--- config.mk ---
export PLATFORM = sky130hd
export DESIGN_NAME = tspa_ram
export DESIGN_NICKNAME = d
export VERILOG_FILES = /design/src/hw/rtl/tspa_ram.sv
export SDC_FILE = /design/constraint.sdc
export NUM_CORES = 1
export LEC_CHECK = 0
export BUFFER_PORTS_ARGS = -buffer_cell sky130_fd_sc_hd__clkbuf_2
export CORE_UTILIZATION = 55
export CTS_BUF_LIST = sky130_fd_sc_hd__clkbuf_16
export DETAILED_ROUTE_END_ITERATION = 6
export GPL_TIMING_DRIVEN = 0
export HOLD_SLACK_MARGIN = 0.03
export PLACE_DENSITY = 0.82
export SYNTH_ARGS = -nofsm -noshare
export SYNTH_HDL_FRONTEND = slang
export SYNTH_SLANG_ARGS = --single-unit
--- constraint.sdc ---
create_clock -name clk -period 2.2 [get_ports clk]
set_input_delay 0.22 -clock clk [delete_from_list [all_inputs] [get_ports clk]]
set_output_delay 0.22 -clock clk [all_outputs]
set_load 0.1 [all_outputs]
--- src/hw/rtl/tspa_ram.sv ---
module tspa_ram #(
  parameter int WIDTH = 8,
  parameter int DEPTH = 16
) (
  input  logic                             clk,
  input  logic                             we,
  input  logic [$clog2(DEPTH)-1:0]         waddr,
  input  logic [WIDTH-1:0]                 wdata,
  input  logic [$clog2(DEPTH)-1:0]         raddr,
  output logic [WIDTH-1:0]                 rdata
);

  logic [WIDTH-1:0] mem [DEPTH];

  // one write port, one registered read port
  always_ff @(posedge clk) begin
    if (we) begin
      mem[waddr] <= wdata;
    end
    rdata <= mem[raddr];
  end

endmodule

# Yosys cells after proc, flatten, opt, wreduce, memory -nomap -nowiden
# Memories as Yosys holds them, arrays and structs flattened. A register that Yosys moved wholly into a read port is not among the register bits.
# Index checks and enable logic that the tools add are counted.
totals:
  regBits: 0
  mem_bits_rw: 128
  input_bits: 18
  elab_cells: 3
  n_memories: 1
memory_table:
  columns: ["memory", "depth", "word_bits", "read_ports", "rd_ports_with_merged_regs", "wr", "line", "source"]
  rows:
  - ["mem", 16, 8, 1, 1, 1, "13", "logic [WIDTH-1:0] mem [DEPTH];"]
op_classes:
  muxes: 2
op_table:
  columns: ["operator", "count"]
  rows:
  - ["2-to-1 mux 1 bit", 2]

# Depth between registers and ports, before layout
# Gate-level depths: netlist (run 1).
depth:
  word_depth: 2
  ltp_mapped: 5
  ltp_nobuf: 3

# Worst setup path after synthesis (run 1)
# No wires, ideal clock.
synth_timing:
  kind: "input port to flip-flop"
  start: "input port waddr[2]"
  end: "memory mem[0][0] (enable)"
  setup_ps: 383
  t_arrival_ps: 1330
  path_slack_ps: 487
  path_stages: 2
  path_cell_list: "or3b_2 nor3_1"
synth_rtl:
  columns: ["item", "line", "source"]
  rows:
  - ["from (decl)", "7", "input logic [$clog2(DEPTH)-1:0] waddr,"]
  - ["to (decl)", "13", null]
# No word-level cell before the write port.

# Final worst setup path (run 1)
layout_timing:
  start: "input port waddr[2]"
  end: "memory mem[0][2] (enable)"
# No word-level cell before the write port.

==> out/results.tsv, run 1 <==
metric	value	unit
initial antenna violation count	0	
Setup violations, final	0	
met1 Usage GRT	32.1	%
Worst-Margin Slew	1.23	ns
cells after synthesis	229	
Fin. Hold Viols	0	
CTS tree	yes	
vias per inst	6.16	
Post-Syn Area per Cell	22.5	um^2
Detail Route Antenna Nets	0	
CP Max Fanout	8	
crit path cell chain	clkbuf_2 > or3b_2 > nor3_1	
CTS Hold Bufs	0	
Num Clock Sinks	136	
Max Slew Vio Count	0	
DR DRC count	0	
setup TNS	0	ns
antenna cells	0	
Netlist cell types	19	
ys flop type	edfxtp_1	
met2 usage	33.8	%
Leakage Power	2.03	nW
Worst-Skew Late Latency	0.41	ns
Syn Nets	247	
Synth Cell Area	5150	um^2
fin area	6020	um^2
initial DRC count	274	
Post-synth EDFFs	128	
final worst slack	0.408	ns
post-synth top area cell	edfxtp_1	
Worst Setup Slack post-DPL	-0.0378	ns
Post-CTS Setup Bufs	0	
Max-cap violations	0	
clk_skew	0.00723	ns
GRT Residual Overflow	0	
first-pass GRT wire length	14700	um
row count	34	
io pins	26	
family with the most delay on the worst path	simple AND/OR/NAND/NOR gates	
H-tree levels	4	
RSZ-0062 raised after global routing	no	
Worst path max stage delay	0.96	ns
CP Launch Type	input pin	
asr flop ratio synth	0	%
synth top area cells	edfxtp_1, mux4_2, mux4_1	
Critical Path RT	2.22	ns
sequential-to-total area share from yosys stat	77.8	%
PwrDens	1020	nW/um^2
chip width	98.7	um
drt wl/cell	24.9	um
Peak VDD IR	0.000837	V
Hold WC Path Type	in2reg	
outcome	finished clean	
starting density of the core	57.9	%
Achievable Freq	558	MHz
hpwl dp	5800	um
die area	9750	um^2
die height	98.7	um
Slew HR	17.5	%
largest net degree at the start of global routing	17	
Tmin final	1.79	ns
Port Buf Inserts	24	
Syn-to-layout area delta	16.9	%
Worst Path Buf+Inv	1	
slowest CP cell	nor3_1	
commonest cells in the netlist	edfxtp_1, mux4_2, a22oi_1, mux4_1, nor2_1	
DR pass1 iterations	5	
vias	2426	
final cell utilization of the core	67.7	%
critical path capture point type	register	
NumNets Final	291	
core area	8890	um^2
CTS Buf Count	17	
Total Wirelength	9810	um
clock root cell	clkbuf_16	
Ys Warns	0	
Area after DPL	5400	um^2
top-count cell post-synth	edfxtp_1	
met3 Use GR	6.88	%
FF+latch area	4000	um^2
Yosys top cell area share	74.7	%
Worst-path clk slew	0.06	ns
#FFs+latches synth	136	
PostCTS Resize Cnt	0	
clk buf depth	2	
WP data arrival	1.81	ns
layout cells sized above 1	30.4	%
fill cell count	542	
RD Place Congestion	0.744	
area of the multi-input gates	1060	um^2
type of the worst setup path	in2reg	
Tcrit/Tclk final	81.5	%
vias in the first global route	2390	
GRT Total Usage	22.5	%
layer with the highest usage	met2	
layer usage:
metal,share of wire (%),up-vias
li1,-,1063
met1,42,1218
met2,49,135
met3,8.0,10
met4,1.1,0
met5,0,-
final timing paths:
kind / slack (ns) / end / from / cells after the start
worst max-delay path: 0.41 / mem[0][2]$_DFFE_PP_ / waddr[2] / 3
worst min-delay path: 0.25 / mem[4][5]$_DFFE_PP_ / wdata[5] / 1
worst max register to register: 0.80 / rdata[1]$_DFF_P_ / mem[4][1]$_DFFE_PP_ / 3
worst min register to register: 0.69 / rdata[4]$_DFF_P_ / mem[11][4]$_DFFE_PP_ / 3
logic make-up after synthesis:
kind of cell | synth area share (%)
multiplexers | 15.0
AND/OR/NAND/NOR | 3.18
AO/OA/AOI/OAI | 2.33
flip-flops | 77.8
buffers and inverters | 1.68
state kept, by name (all words and copies together) (netlist names):
signal and flops:
mem 128, rdata 8
worst reg2reg max path: stages, from the launching register on:
cell and delay [ns]:
edfxtp_1 0.40, mux4_1 0.55, a22oi_1 0.26, nand2_1 0.08
area by class of cell:
class                           count  share of cell area (%)
Sequential cell                   136                    66.6
Multi-Input combinational cell     83                    17.7
Clock buffer                       17                    7.07
Clock inverter                     15                    2.95
Tap cell                          108                    2.25
Timing Repair Buffer               25                    2.08
Buffer                             10                    1.44
through the flow:
step	total power [mW]	hold WS, ns	std cells
floorplan	3.24	0.319	229
global placement	3.35	0.637	361
detailed placement	3.36	0.664	361
CTS	6.19	0.233	393
finish	6.15	0.246	394
global route	6.32	0.271	394
cells in the final DEF, fill, tap and decap left out, types with 4 or more instances in the layout:
| cell | count |
|---|---|
| clkinvlp_4 | 5 |
| mux4_2 | 18 |
| buf_2 | 4 |
| a22oi_1 | 16 |
| nor2_1 | 13 |
| edfxtp_1 | 128 |
| clkbuf_2 | 24 |
| mux4_1 | 14 |
| dfxtp_1 | 8 |
| clkbuf_16 | 17 |
| nand2_1 | 9 |
power breakdown:
| part | internal [mW] | leakage (nW) | switching (mW) |
|---|---|---|---|
| sequential | 2.90 | 1.22 | 0.0148 |
| combinational | 0.114 | 0.525 | 0.282 |
| clock | 1.78 | 0.282 | 1.06 |
Note: power is estimated with default switching activity, not from simulation.
==> inputs of run 2 (changes only) <==
clock period = 1.7 ns   (was 2.2 ns; I/O delays follow)
==> out/results.tsv, run 2 (same netlist as run 1, synthesis figures left out) <==
metric	value	unit	change
Num Clock Sinks	136		unchanged
PwrDens	1320	nW/um^2	+29%
fin area	6020	um^2	about the same
Largest regs	mem (128), rdata (8)		
Peak VDD IR	0.00109	V	+30%
H-tree levels	4		unchanged
Leakage Power	2.03	nW	about the same
Worst-path clk slew	0.06	ns	about the same
clk_skew	0.00682	ns	-0.000405 ns
Worst-Margin Slew	1.17	ns	-0.0591 ns
initial DRC count	279		+1.8%
Total Wirelength	9770	um	-0.40%
antenna cells	0		unchanged
type of the worst setup path	in2reg		
R2R Setup Slk	0.29	ns	-0.51 ns
die area	9750	um^2	unchanged
CTS tree	yes		
io pins	26		unchanged
Syn-to-layout area delta	17.0	%	about the same
worst reg-to-reg path cell count	3		unchanged
layout cells sized above 1	30.8	%	+0.35 points
final cell utilization of the core	67.7	%	about the same
Critical Path RT	1.74	ns	-0.48 ns
core area	8890	um^2	unchanged
critical path capture point type	register		
most common cell after layout, fill and taps aside	edfxtp_1		
vias	2429		+0.12%
chip width	98.7	um	unchanged
Port Buf Inserts	24		unchanged
initial antenna violation count	0		unchanged
Area after DPL	5400	um^2	unchanged
Slew HR	21.5	%	+4.0 points
RD Place Congestion	0.744		unchanged
Post-CTS Setup Bufs	0		unchanged
WP data arrival	1.46	ns	-0.35 ns
NumNets Final	291		unchanged
GRT Residual Overflow	0		unchanged
Setup violations, final	0		unchanged
Max-cap violations	0		unchanged
RSZ-0062 raised after global routing	no		
GRT Total Usage	22.4	%	-0.032 points
largest net degree at the start of global routing	17		unchanged
Detail Route Antenna Nets	0		unchanged
starting density of the core	57.9	%	unchanged
Worst Hold End	mem[4][5]$_DFFE_PP_		
CP Launch Type	input pin		
DR pass1 iterations	5		unchanged
vias per inst	6.16		+0.12%
Min-Delay Path Depth	1		unchanged
Tmin final	1.43	ns	
hold path start	wdata[5]		
Hold WC Path Type	in2reg		
Max Slew Vio Count	0		unchanged
CP Max Fanout	8		unchanged
Tcrit/Tclk final	83.9	%	
die height	98.7	um	unchanged
commonest cells after routing, fill and taps aside	edfxtp_1, clkbuf_2, mux4_2		
Top reg by flops	mem		
clk buf depth	2		unchanged
drt wl/cell	24.8	um	-0.40%
Worst-Skew Late Latency	0.41	ns	about the same
outcome	finished clean		
Critical R2R Launch	mem[4][1]$_DFFE_PP_		
clock root cell	clkbuf_16		
Largest register FFs	128		unchanged
row count	34		unchanged
hpwl dp	5800	um	unchanged
Achievable Freq	701	MHz	
DR DRC count	0		unchanged
Fin. Hold Viols	0		unchanged
fill cell count	542		unchanged
CTS Buf Count	17		unchanged
reg-to-reg critical path endpoint	rdata[1]$_DFF_P_		
first-pass GRT wire length	14700	um	-0.14%
vias in the first global route	2403		+0.54%
[run 2: cell count changes in the layout (fill, tap and decap cells not counted)]
| cell | delta |
|---|---|
| nor3_2 | +1 |
| nor3_1 | -1 |
[run 2: metrics by stage]
stage / hold WS, ns / setup WS [ns] / power (mW) / setup TNS (ns) / std cells
6_report: 0.193 / 0.274 / 7.98 / 0 / 394
5_1_grt: 0.221 / 0.202 / 8.18 / 0 / 394
4_1_cts: 0.183 / 0.0842 / 8.01 / 0 / 393
3_5_place_dp: 0.615 / -0.488 / 4.35 / -12.19 / 361
3_3_place_gp: 0.587 / -0.474 / 4.33 / -9.19 / 361
2_1_floorplan: 0.269 / 0.0371 / 4.19 / 0 / 229
[run 2: layer usage]
layer / global-route usage [%] / routed length [um] / part of all wire [%] / vias up
met5: 0 / 0 / 0 / -
met4: 7.69 / 125 / 1.3 / 0
met3: 6.88 / 642 / 6.6 / 12
met2: 33.6 / 4720 / 48 / 113
met1: 32.0 / 4280 / 44 / 1237
li1: - / - / - / 1067
[run 2: worst max-delay path, stage by stage]
cell and delay, ns:
clkbuf_2 0.10, or3b_2 0.54, nor2_1 0.65
[run 2: what timing repair did]
action | in CTS | in global routing
gates resized for setup | 1 | 0
hold buffers | 0 | 0
endpoints found under the setup margin | 8 | 0
[run 2: where the power goes]
| part | switching [mW] | internal (mW) | leakage, nW |
|---|---|---|---|
| clock network | 1.39 | 2.31 | 0.282 |
| logic | 0.366 | 0.148 | 0.526 |
| registers | 0.0194 | 3.75 | 1.22 |
| total | 1.77 | 6.20 | 2.03 |
[run 2: final cells by class]
cell class,count,area [um^2],share of cell area [%]
timing repair buffer,25,125,2.08
clock inverter,15,178,2.95
buffer,10,86.3,1.43
multi-input combinational,83,1070,17.7
clock buffer,17,425,7.07
tap,108,135,2.24
sequential,136,4000,66.5
[run 2: worst max path at each step]
stage	startpoint	endpoint	cells after the start
2_1_floorplan	waddr[2]	mem[0][0]$_DFFE_PP_	2
3_3_place_gp	waddr[2]	mem[0][2]$_DFFE_PP_	3
3_5_place_dp	waddr[2]	mem[0][2]$_DFFE_PP_	3
4_1_cts	waddr[2]	mem[8][4]$_DFFE_PP_	3
5_1_grt	we	mem[12][4]$_DFFE_PP_	3
6_report	waddr[2]	mem[3][2]$_DFFE_PP_	3
==> inputs of run 3 (changes only) <==
clock period = 1.4 ns   (was 1.7 ns; I/O delays follow)
==> out/results.tsv, run 3 (same netlist as run 1, synthesis figures left out) <==
metric	value	unit	change
hpwl dp	5920	um	+2.0%
chip width	98.7	um	unchanged
Num Clock Sinks	136		unchanged
Largest regs	mem (128), rdata (8)		
largest net degree at the start of global routing	17		unchanged
io pins	26		unchanged
P_int	7.50	mW	+21%
Syn-to-layout area delta	16.8	%	
NumNets Final	290		-0.34%
Hold WS	0.182	ns	-0.0113 ns
Comb power frac	6.6	%	+0.2 points
CP Max Fanout	8		unchanged
clk buf depth	2		unchanged
Worst-Margin Slew	0.821	ns	-0.348 ns
Tmin final	1.39	ns	
Max Slew Vio Count	0		unchanged
Worst Setup Slack post-DPL	-0.529	ns	-0.0416 ns
total power	9.54	mW	+20%
WP data arrival	1.42	ns	-0.04 ns
RSZ-0062 raised after global routing	yes		
core area	8890	um^2	unchanged
Post-CTS Setup Bufs	0		unchanged
initial DRC count	304		+9.0%
Total Wirelength	9590	um	-1.8%
clock root cell	clkbuf_16		
vias in the first global route	2466		+2.6%
Top reg by flops	mem		
worst reg-to-reg path cell count	3		unchanged
critical path capture point type	register		
first-pass GRT wire length	14600	um	-0.89%
Critical R2R Launch	mem[5][1]$_DFFE_PP_		
Psw	2.04	mW	+15%
vias per inst	6.15		-0.28%
initial antenna violation count	0		unchanged
Tcrit/Tclk final	99.4	%	
Critical Path Start	waddr[2]		
Detail Route Antenna Nets	0		unchanged
commonest cells after routing, fill and taps aside	edfxtp_1, clkbuf_2, mux4_2		
PwrDens	1590	nW/um^2	+20%
die area	9750	um^2	unchanged
Flop pwr share	48.0	%	+0.7 points
CTS Hold Bufs	0		unchanged
reg-to-reg critical path endpoint	rdata[1]$_DFF_P_		
GRT Residual Overflow	0		unchanged
outcome	finished clean		
Worst setup endpoint	mem[3][1]$_DFFE_PP_		
Worst-path clk slew	0.05	ns	about the same
DR pass1 iterations	4		-1
CP Launch Type	input pin		
final worst slack	0.00888	ns	-0.265 ns
Port Buf Inserts	24		unchanged
Setup violations, final	0		unchanged
Critical Path RT	1.43	ns	-0.31 ns
Achievable Freq	719	MHz	
row count	34		unchanged
Largest register FFs	128		unchanged
CTS tree	yes		
Sw Share	21.3	%	-0.86 points
drt wl/cell	24.4	um	-1.6%
Worst-Skew Late Latency	0.40	ns	about the same
CTS Buf Count	17		unchanged
Hold WC Path Type	in2reg		
layout cells sized above 1	30.2	%	-0.59 points
type of the worst setup path	in2reg		
die height	98.7	um	unchanged
GRT Total Usage	22.1	%	-0.37 points
starting density of the core	57.9	%	unchanged
Slew HR	45.1	%	+24 points
Peak VDD IR	0.00121	V	+11%
RD Place Congestion	0.730		-1.9%
antenna cells	0		unchanged
final cell utilization of the core	67.6	%	-0.084 points
Leakage Power	2.03	nW	about the same
Max-cap violations	0		unchanged
R2R Setup Slk	0.04	ns	-0.25 ns
clock power share	45.4	%	-0.9 points
Fin. Hold Viols	0		unchanged
clk_skew	0.00438	ns	-0.00245 ns
vias	2416		-0.54%
H-tree levels	4		unchanged
DR DRC count	0		unchanged
most common cell after layout, fill and taps aside	edfxtp_1		
==> run 3: routing by layer <==
| metal | up-vias | wire, um | part of all wire (%) | track usage (%) |
|---|---|---|---|---|
| met5 | - | 0 | 0 | 0 |
| met4 | 0 | 148 | 1.5 | 8.73 |
| met3 | 15 | 629 | 6.6 | 5.04 |
| met2 | 96 | 4770 | 50 | 34.0 |
| met1 | 1244 | 4040 | 42 | 31.2 |
| li1 | 1061 | - | - | - |
==> run 3: area by class of cell <==
cell class	count	area, um^2
fillers	531	2880
flip-flops and latches	136	4000
multi-input cells	83	1080
repair buffers	24	120
clock inverters	15	160
well taps	108	135
plain buffers	10	86.3
clock buffers	17	425
==> run 3: worst min path at each step <==
stage,startpoint,endpoint,slack (ns),cells past startpoint
floorplan,wdata[0],mem[0][0]$_DFFE_PP_,0.24,0
global placement,wdata[5],mem[6][5]$_DFFE_PP_,0.56,1
detailed placement,wdata[5],mem[6][5]$_DFFE_PP_,0.59,1
CTS,wdata[5],mem[6][5]$_DFFE_PP_,0.17,1
global route,wdata[5],mem[11][5]$_DFFE_PP_,0.20,1
finish,wdata[5],mem[6][5]$_DFFE_PP_,0.18,1
==> run 3: what timing repair did <==
action,in CTS,in global routing
setup endpoints to repair,14,33
pin swaps,0,0
resized for setup,2,2
==> run 3: power by group through the flow <==
stage | Combinational [mW] | Clock [mW] | Sequential (mW)
floorplan | 0.231 | 0 | 4.85
CTS | 0.628 | 4.36 | 4.58
global placement | 0.608 | 0 | 4.65
global route | 0.661 | 4.55 | 4.58
detailed placement | 0.621 | 0 | 4.66
finish | 0.626 | 4.33 | 4.58
==> run 3: worst max-delay path, cell delays in order <==
cell and delay, ns:
clkbuf_2 0.12, or3b_2 0.53, nor2_1 0.62
==> run 3: stage by stage <==
step	cell area [um^2]	std cells	setup TNS, ns
2_1_floorplan	5150	229	-0.147
3_3_place_gp	5410	361	-27.59
3_5_place_dp	5410	361	-31.20
4_1_cts	6000	393	0
5_1_grt	6010	393	-0.357
6_report	6010	393	0
