$ cat config.mk
export PLATFORM = sky130hd
export DESIGN_NAME = tspa_origin
export DESIGN_NICKNAME = d
export VERILOG_FILES = /design/src/hw/rtl/tspa_pkg.sv /design/src/hw/rtl/tspa_origin.sv
export SDC_FILE = /design/constraint.sdc
export NUM_CORES = 1
export LEC_CHECK = 0
export ABC_AREA = 1
export BUFFER_PORTS_ARGS = -buffer_cell sky130_fd_sc_hd__buf_2
export CAP_MARGIN = 0
export CORE_MARGIN = 8
export CORE_UTILIZATION = 35
export CTS_BUF_LIST = sky130_fd_sc_hd__clkbuf_4
export CTS_CLUSTER_DIAMETER = 150
export DETAILED_ROUTE_END_ITERATION = 12
export GPL_TIMING_DRIVEN = 0
export SLEW_MARGIN = 20
export SYNTH_ARGS = -nofsm -noshare
export SYNTH_HDL_FRONTEND = slang
export SYNTH_SLANG_ARGS = --single-unit
$ cat constraint.sdc
create_clock -name clk -period 13.87 [get_ports clk]
set_input_delay 2.774 -clock clk [delete_from_list [all_inputs] [get_ports clk]]
set_output_delay 2.774 -clock clk [all_outputs]
set_load 0.005 [all_outputs]
$ cat src/hw/rtl/tspa_pkg.sv
package tspa_pkg;

  // Field widths
  localparam int FUNC_W    = 3;
  localparam int SLOT_W    = 10;
  localparam int STATUS_W  = 2;
  localparam int ORG_W     = 17;
  localparam int POOL_W    = 11;
  localparam int SIDE_W    = 6;
  localparam int DIM_W     = 13;
  localparam int CFG_W     = 13;
  localparam int CFG_IDX_W = 2;
  localparam int PROD_W    = SLOT_W + DIM_W;
  localparam int STEP_W    = $clog2(SLOT_W);

  // Pool depth default and register reset values
  localparam int MAX_SLOTS_DEF    = 1024;
  localparam int RESET_POOL_ITEMS = 1024;
  localparam logic [POOL_W-1:0] RESET_POOL_REG = POOL_W'(RESET_POOL_ITEMS);
  localparam logic [SIDE_W-1:0] RESET_SIDE     = SIDE_W'(32);
  localparam logic [DIM_W-1:0]  RESET_DIM      = DIM_W'(64);

  localparam logic [ORG_W-1:0] ORG_MAX = {ORG_W{1'b1}};

  // Request functions
  localparam logic [FUNC_W-1:0] FUNC_ACQUIRE = 3'd0;
  localparam logic [FUNC_W-1:0] FUNC_RELEASE = 3'd1;
  localparam logic [FUNC_W-1:0] FUNC_LOCATE  = 3'd2;
  localparam logic [FUNC_W-1:0] FUNC_FLUSH   = 3'd3;
  localparam logic [FUNC_W-1:0] FUNC_INIT    = 3'd4;

  // Response status codes
  localparam logic [STATUS_W-1:0] STATUS_OK       = 2'd0;
  localparam logic [STATUS_W-1:0] STATUS_NO_FREE  = 2'd1;
  localparam logic [STATUS_W-1:0] STATUS_NOT_HELD = 2'd2;
  localparam logic [STATUS_W-1:0] STATUS_RANGE    = 2'd3;

  // Register indexes
  localparam logic [CFG_IDX_W-1:0] REG_POOL_ITEMS = 2'd0;
  localparam logic [CFG_IDX_W-1:0] REG_ATLAS_SIDE = 2'd1;
  localparam logic [CFG_IDX_W-1:0] REG_TILE_DIM   = 2'd2;

  typedef struct packed {
    logic [FUNC_W-1:0] func;
    logic [SLOT_W-1:0] slot;
  } tspa_req_t;

  typedef struct packed {
    logic [STATUS_W-1:0] status;
    logic [SLOT_W-1:0]   granted_slot;
    logic [ORG_W-1:0]    origin_x;
    logic [ORG_W-1:0]    origin_y;
    logic                all_free;
  } tspa_rsp_t;

  // Origin unit handshake
  typedef struct packed {
    logic              start;
    logic [SLOT_W-1:0] slot;
    logic [SIDE_W-1:0] side;
    logic [DIM_W-1:0]  dim;
  } tspa_org_req_t;

  typedef struct packed {
    logic             done;
    logic [ORG_W-1:0] x;
    logic [ORG_W-1:0] y;
  } tspa_org_rsp_t;

  typedef enum logic [3:0] {
    S_CLEAR,
    S_IDLE,
    S_EXEC,
    S_POP,
    S_REL_CHK,
    S_COPY_RD,
    S_COPY_WR,
    S_ORIGIN,
    S_RESULT
  } tspa_state_t;

  typedef enum logic [2:0] {
    O_IDLE,
    O_DIV,
    O_MULQ,
    O_MULR,
    O_DONE
  } tspa_org_state_t;

endpackage

$ cat src/hw/rtl/tspa_origin.sv
module tspa_origin (
  input  logic                   clk,
  input  logic                   rst,
  input  tspa_pkg::tspa_org_req_t req,
  output tspa_pkg::tspa_org_rsp_t rsp
);

  tspa_pkg::tspa_org_state_t ostate, ostate_next;

  logic [tspa_pkg::STEP_W-1:0] step, step_next;
  logic [tspa_pkg::SLOT_W-1:0] dvd, dvd_next;
  logic [tspa_pkg::SLOT_W-1:0] quot, quot_next;
  logic [tspa_pkg::SIDE_W-1:0] rem, rem_next;
  logic [tspa_pkg::SIDE_W-1:0] side, side_next;
  logic [tspa_pkg::DIM_W-1:0]  dim, dim_next;
  logic [tspa_pkg::ORG_W-1:0]  ox, ox_next;
  logic [tspa_pkg::ORG_W-1:0]  oy, oy_next;

  logic [tspa_pkg::SIDE_W:0]   trial;
  logic                        fits;
  logic [tspa_pkg::SLOT_W-1:0] mul_a;
  logic [tspa_pkg::PROD_W-1:0] prod;
  logic [tspa_pkg::ORG_W-1:0]  prod_sat;

  // restoring divider step: one quotient bit per cycle
  assign trial = {rem, dvd[tspa_pkg::SLOT_W-1]};
  assign fits  = (trial >= {1'b0, side});

  // shared multiplier: quotient first, then remainder
  assign mul_a    = (ostate == tspa_pkg::O_MULR) ? tspa_pkg::SLOT_W'(rem) : quot;
  assign prod     = tspa_pkg::PROD_W'(mul_a) * tspa_pkg::PROD_W'(dim);
  assign prod_sat = (prod > tspa_pkg::PROD_W'(tspa_pkg::ORG_MAX)) ?
                    tspa_pkg::ORG_MAX : tspa_pkg::ORG_W'(prod);

  // sequencer
  always_comb begin
    ostate_next = ostate;
    step_next   = step;
    dvd_next    = dvd;
    quot_next   = quot;
    rem_next    = rem;
    side_next   = side;
    dim_next    = dim;
    ox_next     = ox;
    oy_next     = oy;
    rsp.done    = 1'b0;
    rsp.x       = ox;
    rsp.y       = oy;
    case (ostate)
      tspa_pkg::O_IDLE: begin
        if (req.start) begin
          dvd_next    = req.slot;
          side_next   = req.side;
          dim_next    = req.dim;
          rem_next    = '0;
          quot_next   = '0;
          step_next   = '0;
          ostate_next = tspa_pkg::O_DIV;
        end
      end
      tspa_pkg::O_DIV: begin
        rem_next  = fits ? tspa_pkg::SIDE_W'(trial - {1'b0, side})
                         : trial[tspa_pkg::SIDE_W-1:0];
        quot_next = {quot[tspa_pkg::SLOT_W-2:0], fits};
        dvd_next  = dvd << 1;
        step_next = step + tspa_pkg::STEP_W'(1);
        if (step == tspa_pkg::STEP_W'(tspa_pkg::SLOT_W - 1)) begin
          ostate_next = tspa_pkg::O_MULQ;
        end
      end
      tspa_pkg::O_MULQ: begin
        ox_next     = prod_sat;
        ostate_next = tspa_pkg::O_MULR;
      end
      tspa_pkg::O_MULR: begin
        oy_next     = prod_sat;
        ostate_next = tspa_pkg::O_DONE;
      end
      tspa_pkg::O_DONE: begin
        rsp.done    = 1'b1;
        ostate_next = tspa_pkg::O_IDLE;
      end
      default: begin
        ostate_next = tspa_pkg::O_IDLE;
      end
    endcase
  end

  always_ff @(posedge clk) begin
    if (rst) begin
      ostate <= tspa_pkg::O_IDLE;
    end else begin
      ostate <= ostate_next;
    end
  end

  // datapath, no reset needed
  always_ff @(posedge clk) begin
    step <= step_next;
    dvd  <= dvd_next;
    quot <= quot_next;
    rem  <= rem_next;
    side <= side_next;
    dim  <= dim_next;
    ox   <= ox_next;
    oy   <= oy_next;
  end

endmodule

Word-level counts from Yosys, hierarchy flattened --
Cells that the tools add are included.
Cells by class: add/subtract/negate cells 2, $mul 1, $lt $le $gt $ge 2, equality and inequality tests 7, mux-type cells 15, reduce and logical (&&, ||, !) cells 5
Operator list (number):
- $pmux 10 s2 | 2
- $mux 10 | 3
- $gt 23x17->1 const B | 1
- $mul 10x13->23 | 1
- $mux 17 | 1
- $mux 6 | 2
- $pmux 3 s4 | 1
- $pmux 6 s2 | 1
- $pmux 4 s2 | 1
- $ge 7x6->1 | 1
- $eq 3x2->1 const B | 2
- $mux 3 | 2
- $reduce_and 2->1 | 3
- $sub 6x6->6 | 1
- $add 4x1->4 const B | 1
- $eq 4x4->1 const B | 1
- $mux 4 | 1
- $ne 2x2->1 const B | 2
- $eq 3x1->1 const B | 1
- $eq 3x3->1 const B | 1
- $logic_not 3->1 | 1
- $reduce_bool 2->1 | 1
- $mux 1 | 1
Storage, ports and cells: register bits after elaboration 86, word-level logic and storage cells 41

Logic depth before layout (Yosys ltp) --
Gate-level depths: netlist of the first run.
word-level depth 5, depth in mapped cells 33, depth with buffers taken out 30

Worst setup path after synthesis of the first run --
OpenSTA, ideal clock, no wires.
path type reg2reg, start point register ostate[0], end point register ox[1] in the netlist's numbering, data pin, setup time 275 ps, arrival time 5973 ps, slack 7621 ps, stages on the path, launching flop included 32, path through dfxtp_1 -> inv_1 -> nor3_4 -> inv_2 -> buf_2 -> nand2_1 -> o21ai_0 -> inv_1 -> buf_2 -> nand2_1 -> fa_1 -> inv_1 -> fa_1 -> inv_1 -> fa_1 -> inv_1 -> fa_1 -> inv_1 -> fa_1 -> inv_1 -> ha_1 -> nand2_2 -> inv_1 -> a21oi_1 -> nand2_2 -> nand3b_1 -> nand2_1 -> nand2_1 -> nand2_1 -> nor2_4 -> buf_6 -> nand4_1
Between the ends: cells in the longest elaborated chain, start to end 5
Ends and longest elaborated chain:
- start, declared | RTL line tspa_origin.sv:8 | tspa_pkg::tspa_org_state_t ostate, ostate_next;
- start signal, assigned | RTL line tspa_origin.sv:91 | ostate <= tspa_pkg::O_IDLE;
- start signal, assigned | RTL line tspa_origin.sv:93 | ostate <= ostate_next;
- $eq 3x2->1 (*) | RTL line tspa_origin.sv:30 | assign mul_a = (ostate == tspa_pkg::O_MULR) ? tspa_pkg::SLOT_W'(rem) : quot;
- $mux 10 (*) | RTL line tspa_origin.sv:30
- $mul 10x13->23 (*) | RTL line tspa_origin.sv:31 | assign prod = tspa_pkg::PROD_W'(mul_a) * tspa_pkg::PROD_W'(dim);
- $gt 23x17->1 | RTL line tspa_origin.sv:32 | assign prod_sat = (prod > tspa_pkg::PROD_W'(tspa_pkg::ORG_MAX)) ?
- $mux 17 (*) | RTL line tspa_origin.sv:32
- net prod_sat, one bit | RTL line tspa_origin.sv:23 | logic [tspa_pkg::ORG_W-1:0] prod_sat;
- end signal, assigned | RTL line tspa_origin.sv:105 | ox <= ox_next;
- end, declared | RTL line tspa_origin.sv:16 | logic [tspa_pkg::ORG_W-1:0] ox, ox_next;
The timed path passes the listed nets; every way through them passes the cells marked *. A chain may end at the register's enable or synchronous reset.

Worst setup path in the final report of the first run --
start point register ostate[1], end point register ox[1] in the netlist's numbering, data pin
Same word-level chain as after synthesis.

==> impl_metrics.toml, run 1 <==
[clocking]
cts_buffer_depth = 2
cts_tree = "built"
clk_pin_slew_ps = 140
cts_hold_buf = 0
cts_resized = 0
cts_sinks = 86
cts_root_buffer = "clkbuf_4"
h-tree-depth = 3
clock_latency_ps = 470
cts_buffers = 9
cts_setup_buffers = 0

[sta]
hold_violations = 0
relSlewSlack_pct = 40.2
worstMarginPinSlew_ps = 888
period_minus_slack_ps = 6930
setup_tns_ps = 0
fmax_mhz = 144
drv_slew = 0
rsz0062_at_grt = "no"
fin_skew_ps = 24.9
finalSetupViolCount = 0
fin_crit_sh_pct = 50.0

[finish]
fin_nets = 1156
final_cell_area_um2 = 8910
nFillCells = 2327
syn_to_final_growth_pct = 11.7
final_core_util_pct = 39.6
final_layout_size_suffix_gt1_share_pct = 13.1

[yosys]
ys_seq_area_share_pct = 32.0
ys_ff_latch = 86
netlist_area_um2 = 7980
synth.avg_cell_area_um2 = 8.96
synthArstFlopShare_pct = 0
syn-num-nets = 1075
synth-edff-count = 83
synth_cell_type_count = 38
synth_cells = 890
synth-warning-count = 0
synthFlopType = "edfxtp_1"

[setup_path]
crit_slowest_cell = "fa_1"
crit_type = "flop to flop"
worst-path-max-fanout = 10
worst-r2r-cell-count = 31
cp_data_arrival_time_ps = 7110
cpPeakStageDelay_ps = 550
regToRegStartpoint = "ostate[1]$_SDFFE_PP0P_"
cp_data_required_time_ps = 14050
critPathMostFrequentCell = "inv_1"
r2r_end = "ox[1]$_DFFE_PN_"
cp-end-kind = "flop"
startpoint_type = "flop"
r2r_setup_slack_ps = 6940

[global_route]
grt.total_usage_pct = 13.1
grt_max_degree = 22
antenna_found_initial = 1
grt_first_pass_wirelength_mm = 29.6
overflow = 0
grt_pass1_vias = 6031

[die]
core_um2 = 22500
placementRows = 55
dieArea_um2 = 27900
dieHeight_um = 167
start_util_pct = 35.4
die_w_um = 167
ios = 67

[detailed_routing]
drtIter0Drc = 295
dr.pass1.iters = 5
drc = 0
vias_per_cell = 4.66
routed_wl_mm = 17.4
antenna_left = 0
vias = 5874
wl_per_cell_um = 13.8

[worst_hold_path]
worstHoldStart = "dvd[3]$_DFFE_PP_"
hold_path_depth = 2
hp-class = "flop to flop"
hold_end = "dvd[4]$_DFFE_PP_"

[outcome]
status = "complete, no violations"

[placed_design]
place_area_um2 = 8730
gp_congestion = 0.859
numPortBuffers = 66
dp_hpwl_mm = 14.6

[job]
max_cap_viol_count = 0
==> worst max-delay path: cells and delay by family (launching register included) <==
family                   cells  cell delay, ps
AND/OR/NAND/NOR             11            1450
buffers and inverters       12            1360
adder cells (fa/ha/maj)      6            2930
flip-flops                   1             390
AO/OA/AOI/OAI                2             490
==> cells in the final DEF (no fill, tap or decap), types with 4 or more instances in the layout <==
cell | Yosys | final
nor2_2 | 5 | 7
buf_1 | 4 | 4
inv_1 | 179 | 179
xnor2_1 | 11 | 11
nor2_1 | 108 | 106
buf_2 | 3 | 69
nor2_4 | 5 | 5
a21oi_1 | 23 | 23
nand2_1 | 204 | 204
xor2_1 | 7 | 7
buf_6 | 2 | 4
nand4_1 | 22 | 22
inv_2 | 6 | 6
edfxtp_1 | 83 | 83
clkbuf_4 | 0 | 10
nand2_2 | 7 | 7
fa_1 | 87 | 87
ha_1 | 66 | 66
o21ai_0 | 15 | 14
nand3_1 | 19 | 19
==> cells by family (layout without fill, tap and decap cells) <==
group	Yosys count	in the layout	synth area share [%]
AND/OR/NAND/NOR	382	382	20.5
other	0	1	0
adder cells (fa/ha/maj)	153	153	32.2
XOR/XNOR	18	18	1.98
buffers and inverters	200	285	9.70
AO/OA/AOI/OAI	51	51	3.61
flip-flops	86	86	32.0
==> Yosys cell counts, types with 2 or more instances <==
library cell | count | share of area (%)
fa_1 | 87 | 22
o21bai_1 | 2 | 0.19
inv_2 | 6 | 0.28
xor2_1 | 7 | 0.77
ha_1 | 66 | 10
clkinv_1 | 2 | 0.094
clkbuf_1 | 3 | 0.14
o21ai_1 | 2 | 0.13
inv_1 | 179 | 8.4
nand3b_1 | 2 | 0.19
buf_2 | 3 | 0.19
a21oi_2 | 2 | 0.22
nand3_1 | 19 | 1.2
xnor2_1 | 11 | 1.2
nor2_1 | 108 | 5.1
a211oi_1 | 2 | 0.19
o21ai_0 | 15 | 0.94
nand3_2 | 2 | 0.25
nor3_1 | 3 | 0.19
nor2_4 | 5 | 0.71
dfxtp_1 | 3 | 0.75
o21ai_2 | 3 | 0.33
nand2_1 | 204 | 9.6
nor2_2 | 5 | 0.39
buf_1 | 4 | 0.19
buf_6 | 2 | 0.28
a21oi_1 | 23 | 1.4
edfxtp_1 | 83 | 31
nand2_2 | 7 | 0.55
nand4_1 | 22 | 1.7
==> final cells by class <==
class                   count  area (um2)  share of cell area, %
plain buffers              13        71.3                  0.801
diodes                      1        2.50                 0.0281
repair buffers             70         395                   4.44
well taps                 285         357                   4.00
clock buffers              10        75.1                  0.843
inverters                 187         702                   7.88
clock inverters             5        85.1                  0.955
flip-flops and latches     86        2550                   28.7
multi-input cells         604        4670                   52.4
==> flip-flops by register name, summed over array words and instances, names as in the netlist <==
| register | flops |
|---|---|
| ox | 17 |
| side | 6 |
| rem | 6 |
| quot | 10 |
| ostate | 3 |
| dvd | 10 |
| oy | 17 |
| step | 4 |
| dim | 13 |
==> routing by layer <==
metal / wire length [um] / global-route usage [%]
met3: 949 / 2.81
met5: 0 / 0
met1: 8570 / 18.2
met4: 210 / 3.13
met2: 7690 / 20.6
==> metrics by stage <==
step / hold WS, ps / setup WS, ps / std cells
2_1_floorplan: 494 / 7620 / 890
3_3_place_gp: 499 / 6390 / 1241
5_1_grt: 571 / 6520 / 1261
6_report: 542 / 6940 / 1261
3_5_place_dp: 509 / 6310 / 1244
4_1_cts: 544 / 6290 / 1259
==> how the worst max path moves through the flow <==
stage	from	end	slack [ps]	cells after the start
2_1_floorplan	ostate[0]$_SDFFE_PP0P_	ox[1]$_DFFE_PN_	7620	31
3_3_place_gp	ostate[0]$_SDFFE_PP0P_	ox[14]$_DFFE_PN_	6390	29
3_5_place_dp	ostate[1]$_SDFFE_PP0P_	ox[14]$_DFFE_PN_	6310	29
4_1_cts	ostate[1]$_SDFFE_PP0P_	oy[14]$_DFFE_PP_	6290	29
5_1_grt	ostate[1]$_SDFFE_PP0P_	oy[8]$_DFFE_PP_	6520	30
6_report	ostate[1]$_SDFFE_PP0P_	ox[1]$_DFFE_PN_	6940	31
Power of run 1 is left out: the tool's default activity adds up to more than one toggle a clock period on the data nets, which glitch-free logic cannot reach.
==> inputs of run 2 (changes only) <==
- clock period: 13.87 -> 6.4 ns (I/O delays scaled with it)
==> impl_metrics.toml, run 2 (synthesis gave the netlist of run 1 again) <==
[outcome]
status = "complete, no violations"

[worst_hold_path]
hp-class = "flop to flop"
worstHoldStart = "dvd[3]$_DFFE_PP_"
hold_path_depth = 2
hold_end = "dvd[4]$_DFFE_PP_"

[sta]
fin_crit_sh_pct = 95.6
hold_violations = 0
period_minus_slack_ps = 6120
drv_slew = 0
finalSetupViolCount = 0
fin_skew_ps = 25.3
fmax_mhz = 164
worstMarginPinSlew_ps = 891
relSlewSlack_pct = 40.3

[placed_design]
numPortBuffers = 66
place_area_um2 = 8730
gp_congestion = 0.859
dpl.cell_count = 1244
dp_hpwl_mm = 14.6

[setup_path]
crit_type = "flop to flop"
r2r_setup_slack_ps = 280
cp_data_required_time_ps = 6590
r2r_end = "oy[15]$_DFFE_PP_"
worst-r2r-cell-count = 27
regToRegStartpoint = "ostate[2]$_SDFFE_PP0P_"
startpoint_type = "flop"
worst-path-max-fanout = 10
cp-end-kind = "flop"
cp-startpoint = "ostate[2]$_SDFFE_PP0P_"
cp_data_arrival_time_ps = 6300

[detailed_routing]
drtIter0Drc = 304
dr.pass1.iters = 5
antenna_left = 0
vias = 5945
vias_per_cell = 4.66
wl_per_cell_um = 14.1
routed_wl_mm = 18.0
drc = 0

[clocking]
cts_sinks = 86
cts_root_buffer = "clkbuf_4"
cts_buffers = 9
cts_buffer_depth = 2
cts_tree = "built"
clk_pin_slew_ps = 140
h-tree-depth = 3
cts_hold_buf = 0
clock_latency_ps = 470

[global_route]
grt.total_usage_pct = 13.4
grtUsageMet2_pct = 21.1
antenna_found_initial = 1
grt_use_met1_pct = 18.7
grt_first_pass_wirelength_mm = 30.2
overflow = 0
grt-busiest-layer = "met2"
grt_pass1_vias = 6085
gr-usage-met3_pct = 2.81
grt_max_degree = 21

[die]
placementRows = 55
dieArea_um2 = 27900
start_util_pct = 35.4
dieHeight_um = 167
core_um2 = 22500
ios = 67
die_w_um = 167

[finish]
fin_nets = 1170
nFillCells = 2306
top_regs = "ox: 17 flops, oy: 17 flops, dim: 13 flops"
final_common_cell = "nand2_1"
final_cell_mix = "nand2_1 (201), inv_1 (177), nor2_1 (101), fa_1 (87), edfxtp_1 (83)"
final_layout_size_suffix_gt1_share_pct = 16.6
final_cell_area_um2 = 9130
syn_to_final_growth_pct = 14.4
instances_no_fill = 1275

[job]
max_cap_viol_count = 0
## run 2: changes by cell type in the layout (fill, tap and decap cells not counted), moves of 3 or more
cell / before / now
dfxtp_2: 0 / 3
buf_4: 1 / 14
nor2_1: 106 / 101
nand2_1: 204 / 201
ha_1: 66 / 62
o21ai_4: 1 / 4
dfxtp_1: 3 / 0
ha_2: 0 / 3
nor2_2: 7 / 10
## run 2: layer usage
layer	routed length, um	up-vias
met5	0	-
met4	220	0
met3	1030	12
met2	8000	152
met1	8790	2820
li1	-	2961
## run 2: final cells by class
| class | count | area, um2 | area share [%] |
|---|---|---|---|
| repair buffers | 83 | 498 | 5.46 |
| clock buffers | 10 | 75.1 | 0.823 |
| plain buffers | 13 | 83.8 | 0.919 |
| clock inverters | 5 | 85.1 | 0.932 |
| multi-input cells | 605 | 4760 | 52.2 |
| diodes | 1 | 2.50 | 0.0274 |
| flip-flops and latches | 86 | 2560 | 28.0 |
| well taps | 285 | 357 | 3.91 |
| inverters | 187 | 704 | 7.72 |
## run 2: how the worst max path moves through the flow
stage / endpoint / slack (ps) / cells after the start
after CTS: oy[14]$_DFFE_PP_ / 8 / 29
final: oy[15]$_DFFE_PP_ / 280 / 27
after floorplan: ox[1]$_DFFE_PN_ / 150 / 31
after detailed placement: ox[14]$_DFFE_PN_ / -1160 / 29
after global routing: ox[9]$_DFFE_PN_ / -10 / 28
after global placement: ox[14]$_DFFE_PN_ / -1080 / 29
## run 2: worst max-delay path, cell delays in order (launching register included)
cell and delay (ps):
dfxtp_2 400, nor3_4 270, inv_2 80, buf_6 160, o21ai_2 340, inv_2 200
nand2_1 130, fa_1 440, inv_1 90, fa_1 440, fa_1 470, fa_1 560
inv_1 60, fa_1 530, inv_1 40, ha_1 360, nand2_2 150, inv_1 60
a21oi_2 160, buf_4 130, nand2_1 50, nand2_1 80, nand3_1 80, nand2_1 70
nand2_2 70, nor2_4 110, buf_4 170, nand4_1 140
## run 2: through the flow
step	worst slack (ps)	setup TNS (ps)	util, %	hold WS (ps)
floorplan	151	0	-	494
CTS	8.08	0	40.0	544
finish	284	0	40.6	542
global route	-11.9	-44.3	40.6	571
global placement	-1080	-34430	38.5	499
detailed placement	-1160	-37020	38.8	509
## run 2: what timing repair did
action                     4_1_cts  5_1_grt
setup buffers                    4        9
gates cloned                     1        1
setup endpoints to repair       34       34
resized for setup               19       15
pin swaps                        4        7
Power of run 2 is left out for the same reason.
